[src/rtl/lcdbe_pkg.sv]
// Types and constants of the LCD controller bus emulator.
`timescale 1ns / 1ps

package lcdbe_pkg;

	localparam logic [1:0] OP_DATA  = 2'd0;
	localparam logic [1:0] OP_CMD   = 2'd1;
	localparam logic [1:0] OP_PIXEL = 2'd2;

	localparam logic [7:0] CMD_SET_ADDRESS  = 8'h24;
	localparam logic [7:0] CMD_TEXT_AREA    = 8'h41;
	localparam logic [7:0] CMD_GRAPHIC_AREA = 8'h43;
	localparam logic [7:0] CMD_AUTO_START   = 8'hB0;
	localparam logic [7:0] CMD_AUTO_END     = 8'hB2;

	localparam logic [5:0] RESET_COLUMNS = 6'd30;

	localparam int VALUE_W = 16;
	localparam int RECIP_W = 18;
	localparam int PROD_W  = VALUE_W + RECIP_W;

	typedef struct packed {
		logic [1:0] opcode;
		logic [7:0] bus_byte;
		logic [7:0] pixel_x;
		logic [7:0] pixel_y;
	} req_t;

	typedef struct packed {
		logic        pixel_white;
		logic [5:0]  columns_in_use;
		logic        auto_write_on;
		logic [15:0] address_now;
	} rsp_t;

endpackage

[src/rtl/lcdbe_mod_unit.sv]
// Remainder unit: reduces a 16-bit value modulo a constant by reciprocal multiplication.
`timescale 1ns / 1ps

module lcdbe_mod_unit #(
	parameter int MODULUS = 2048
) (
	input  logic                           clk,
	input  logic                           arst_n,
	input  logic                           load,
	input  logic [lcdbe_pkg::VALUE_W-1:0]  value,
	output logic                           done,
	output logic [lcdbe_pkg::VALUE_W-1:0]  rem
);

	// The reciprocal is rounded up, which makes the quotient exact for every 16-bit value.
	localparam int SHIFT = lcdbe_pkg::VALUE_W + $clog2(MODULUS);
	localparam logic [63:0] RECIP_L = ((64'd1 << SHIFT) + 64'(MODULUS) - 64'd1) / 64'(MODULUS);
	localparam logic [lcdbe_pkg::RECIP_W-1:0] RECIP = lcdbe_pkg::RECIP_W'(RECIP_L);
	localparam logic [lcdbe_pkg::VALUE_W-1:0] MOD_V = lcdbe_pkg::VALUE_W'(MODULUS);

	logic                            run_s1;
	logic                            run_s2;
	logic                            done_s3;
	logic [lcdbe_pkg::VALUE_W-1:0]   value_s1;
	logic [lcdbe_pkg::VALUE_W-1:0]   quot_s2;
	logic [lcdbe_pkg::VALUE_W-1:0]   rem_s3;
	logic [lcdbe_pkg::PROD_W-1:0]    prod;
	logic [lcdbe_pkg::VALUE_W-1:0]   quot;
	logic [lcdbe_pkg::VALUE_W-1:0]   back;

	assign prod = lcdbe_pkg::PROD_W'(value_s1) * lcdbe_pkg::PROD_W'(RECIP);
	assign quot = lcdbe_pkg::VALUE_W'(prod >> SHIFT);
	assign back = quot_s2 * MOD_V;

	always_ff @(posedge clk or negedge arst_n) begin
		if (!arst_n) begin
			run_s1  <= 1'b0;
			run_s2  <= 1'b0;
			done_s3 <= 1'b0;
		end else begin
			run_s1  <= load;
			run_s2  <= run_s1;
			done_s3 <= run_s2;
		end
	end

	always_ff @(posedge clk) begin
		if (load) begin
			value_s1 <= value;
		end
		if (run_s1) begin
			quot_s2 <= quot;
		end
		if (run_s2) begin
			rem_s3 <= value_s1 - back;
		end
	end

	assign done = done_s3;
	assign rem  = rem_s3;

endmodule

[config.mk]
export PLATFORM = sky130hd
export DESIGN_NAME = lcdbe_mod_unit
export DESIGN_NICKNAME = d
export VERILOG_FILES = /design/src/rtl/lcdbe_pkg.sv /design/src/rtl/lcdbe_mod_unit.sv
export SDC_FILE = /design/constraint.sdc
export NUM_CORES = 1
export LEC_CHECK = 0
export ABC_CLOCK_PERIOD_IN_PS = 1770
export BUFFER_PORTS_ARGS = -buffer_cell sky130_fd_sc_hd__clkbuf_2
export CAP_MARGIN = 15
export CORE_MARGIN = 2
export CORE_UTILIZATION = 45
export DETAILED_ROUTE_END_ITERATION = 7
export PLACE_DENSITY = 0.7
export SLEW_MARGIN = 20
export SYNTH_ARGS = -nofsm -noshare
export SYNTH_HDL_FRONTEND = slang
export SYNTH_SLANG_ARGS = --single-unit
[constraint.sdc]
create_clock -name clk -period 1.77 [get_ports clk]
set_input_delay 0.2655 -clock clk [delete_from_list [all_inputs] [get_ports clk]]
set_output_delay 0.2655 -clock clk [all_outputs]
set_load 0.02 [all_outputs]
# --- After elaboration in Yosys (flattened, before gate mapping) ---
# Index checks and enable logic that the tools add are counted.
# Widths: inputs -> output; s select.
word_totals:
  register_bits: 40
  latch_bits: 0
  ramBits: 0
  romBits: 0
  word_cells: 7
  memories: 0
classes:
  add_sub_neg: 1
  n_mul: 0
  div_mod_pow: 0
  order_cmp: 0
  n_eq_ne: 0
  shift: 0
  muxes: 0
  bitwise_logic: 0
  n_reduce_logical: 0
ops:
  columns: ["operator", "n"]
  rows:
  - ["$sub 16x16->16", 1]

# --- Logic depth before layout (Yosys ltp) ---
depth:
  depth_word: 1
  depth_mapped: 7

# --- Worst setup path before layout ---
# Ideal clock, no wire load.
synth_path:
  path_type: "register -> register"
  start: "register value_s1[11] (netlist bit)"
  end: "register rem_s3, in the netlist rem[15] (data pin)"
  setup_time_ns: 0.258
  arrival_ns: 1.359
  setup_slack_ns: 0.153
  stages_incl_launch_ff: 8
  n_path_buf: 0
  synth_period_minus_slack_ns: 1.617
  path_cell_list: "edfxtp_1 > inv_1 > ha_1 > inv_1 > fa_1 > a21o_1 > a21oi_2 > xnor2_1"
synth_between:
  elab_chain_cells: 1
synth_rtl:
  columns: ["element", "line_no", "rtl"]
  rows:
  - ["start, declared", "lcdbe_mod_unit.sv:24", "logic [lcdbe_pkg::VALUE_W-1:0] value_s1;"]
  - ["start signal, assigned", "lcdbe_mod_unit.sv:49", "value_s1 <= value;"]
  - ["$sub 16x16->16", "lcdbe_mod_unit.sv:55", "rem_s3 <= value_s1 - back;"]
  - ["end signal, assigned", "lcdbe_mod_unit.sv:55", null]
  - ["end, declared", "lcdbe_mod_unit.sv:26", "logic [lcdbe_pkg::VALUE_W-1:0] rem_s3;"]
# No other way between the ends.
# A chain may end at the register's enable or synchronous reset.

# --- Worst setup path after layout ---
# Same ends and word-level chain as after synthesis.

==> results.tsv <==
stage	metric	value	unit
run_status	violations	design-rule violations	
job	cap_violations	0	
drt	remaining_drc_errors	3	
drt	ant_nets	0	
setup_path	timing.rr.start	value_s1[11]	
synthesis	yosys.cell_types.count	12	
power_and_ir_drop	peakVddDrop	0.000885	V
drt	vias_per_cell	4.68	
timing	slew_headroom	56.3	%
power_and_ir_drop	p_leak	0.685	nW
clocking	cts_buffer_depth	2	
worst_hold_path	min_from	value[5]	
setup_path	critical_path.startpoint	value_s1[11]	
synthesis	synth_seq_area_share	88.1	%
final_layout	syn2layout_area_growth	22.8	%
global_route	overflow	0	
synthesis	synth_top_area_cell	edfxtp_1	
floorplanning	row_count	19	
floorplanning	pin_count	36	
synthesis	ys_top_cells_by_area	edfxtp_1, dfrtp_1, ha_1	
synthesis	synth_area	0.00135	mm2
floorplanning	die-area	0.00345	mm2
drt	wl_per_cell	12.5	um
setup_path	endpoint_kind	register	
floorplanning	start_util	48.0	%
clocking	htreeDepth	2	
clocking	cts.reportedPaths.clkPinSlew	0.11	ns
placed_design	place_ws	0.0637	ns
timing	fmax	0.606	GHz
synthesis	synth_seq_cells	40	
worst_hold_path	hold_path.class	in2reg	
clocking	root_buffer	clkbuf_4	
clocking	cts_sinks	40	
timing	final_max_slew_viol_count	0	
timing	fin_worst_skew	0.00448	ns
synthesis	yosysTopAreaCellShare	82.5	%
global_route	grt_pass1_vias	643	
drt	num_vias	632	
setup_path	start_kind	register	
floorplanning	fp.dieH	58.7	um
global_route	antenna_found_initial	0	
placed_design	gp_congestion	0.758	
clocking	cts_tree	built	
synthesis	synth_nets	84	
timing	rsz0062_at_grt	no	
clocking	cts_setup_buffers	0	
placed_design	hpwlAfterDp	1.20	mm
timing	fin_ws	0.120	ns
run_status	status	finished, violations left	
timing	hold_violations	0	
global_route	grt_max_degree	18	
timing	setup_tns	0	ns
global_route	grt_usage	11.8	%
global_route	grt_pass1_wl	2.73	mm
setup_path	worst-path-max-fanout	2	
setup_path	cp.arrival	1.75	ns
synthesis	syn_area_per_cell	22.4	um2
timing	fin_crit	1.65	ns
floorplanning	die_w	58.7	um
synthesis	synthCells	60	
synthesis	yosys_warnings	0	
clocking	cts_buffers	5	
drt	drt_iter0_drc	12	
timing	min_period_over_period	93.2	%
final_layout	antenna_cells	0	
final_layout	drive_gt1_share	42.3	%
setup_path	crit_type	reg2reg	
power_and_ir_drop	p_per_area	1160	mW/mm2
placed_design	io_buffers	35	
setup_path	cp_data_required_time	1.87	ns
floorplanning	core_region_area	0.00281	mm2
timing	finalSetupViolCount	0	
drt	routed_wl	1.68	mm
timing	tightest_slew	0.656	ns
drt	first_pass_iters	6	
final_layout	fin_nets	127	
clocking	clkLatencyLatePin	0.33	ns
[power breakdown]
group	leakage, nW	total [mW]	switching, mW	internal [mW]
registers	0.397	1.16	0.0319	1.13
logic	0.245	0.184	0.109	0.0751
clock network	0.0428	0.570	0.275	0.295
[Yosys cell counts, drive strengths merged]
library cell	number
a21o	1
a21oi	2
dfrtp	3
edfxtp	37
fa	1
ha	4
inv	6
nand2	1
nand3b	1
xnor2	2
xor2	2
[timing repair]
item / CTS / global route
resized for setup: 0 / 1
endpoints found under the setup margin: 0 / 1
hold endpoints to repair: 3 / 0
hold buffers: 1 / 0
[layout make-up]
class	count	area, um2
clock buffers	5	37.5
clock inverters	3	42.5
fillers	221	1150
inverters	6	22.5
multi-input cells	14	140
flip-flops and latches	40	1190
well taps	31	38.8
repair buffers	36	185
[layer usage]
| metal | vias to the layer above | global-route usage (%) | part of all wire (%) |
|---|---|---|---|
| met4 | 0 | 9.74 | 3.7 |
| li1 | 309 | - | - |
| met1 | 294 | 11.5 | 35 |
| met5 | - | 0 | 0 |
| met3 | 7 | 4.18 | 6.4 |
| met2 | 22 | 19.9 | 55 |
[sequential cells by signal, indices dropped and copies added, names as in the netlist]
| signal | count |
|---|---|
| value_s1 | 16 |
| run_s1 | 1 |
| rem | 16 |
| done | 1 |
| run_s2 | 1 |
| quot_s2 | 5 |
[layout by cell type (no fill, tap or decap)]
cell,count
edfxtp_1,37
clkbuf_2,35
inv_1,6
clkbuf_4,5
ha_1,4
dfrtp_1,3
xnor2_1,2
xor2_1,2
a21o_1,1
a21oi_2,1
nand3b_1,1
a21oi_1,1
nand2_1,1
fa_2,1
bufinv_16,1
clkinv_4,1
clkinv_1,1
dlygate4sd3_1,1
[final timing paths]
kind	endpoint	slack, ns	depth (start not counted)
worst max register to register	rem[15]	0.12	7
worst min-delay path	value_s1[5]	0.1	1
worst max-delay path	rem[15]	0.12	7
max in group asynchronous	run_s2	1.41	2
min in group asynchronous	run_s1	0.25	2
worst min register to register	rem[10]	0.43	0
[critical path, stage by stage, from the launching register on]
cell,delay [ns]
edfxtp_1,0.40
inv_1,0.07
ha_1,0.15
inv_1,0.05
fa_2,0.35
a21o_1,0.18
a21oi_2,0.14
xnor2_1,0.08
[cell families (layout without fill, tap and decap cells)]
logic type / count (synthesis) / after routing / synth area share [%]
DFF: 40 / 40 / 88.1
buffers and inverters: 6 / 50 / 1.67
AOI/OAI and AO/OA: 3 / 3 / 1.58
adders and majority gates: 5 / 5 / 5.20
and+or+nand+nor: 2 / 2 / 0.836
xor gates and xnor gates: 4 / 4 / 2.60
[metrics by stage]
| step | util, % | power, mW | hold slack, ns | instance area (um2) | cells |
|---|---|---|---|---|---|
| floorplan | - | 1.29 | -0.0301 | 1350 | 60 |
| global placement | 55.6 | 1.36 | 0.0678 | 1560 | 126 |
| finish | 58.9 | 1.92 | 0.0985 | 1650 | 135 |
| detailed placement | 55.6 | 1.37 | 0.0696 | 1560 | 126 |
| global route | 58.9 | 2.01 | 0.0733 | 1650 | 135 |
| CTS | 58.8 | 1.95 | 0.0811 | 1650 | 135 |
No activity file was read; power rests on OpenSTA's default activity.
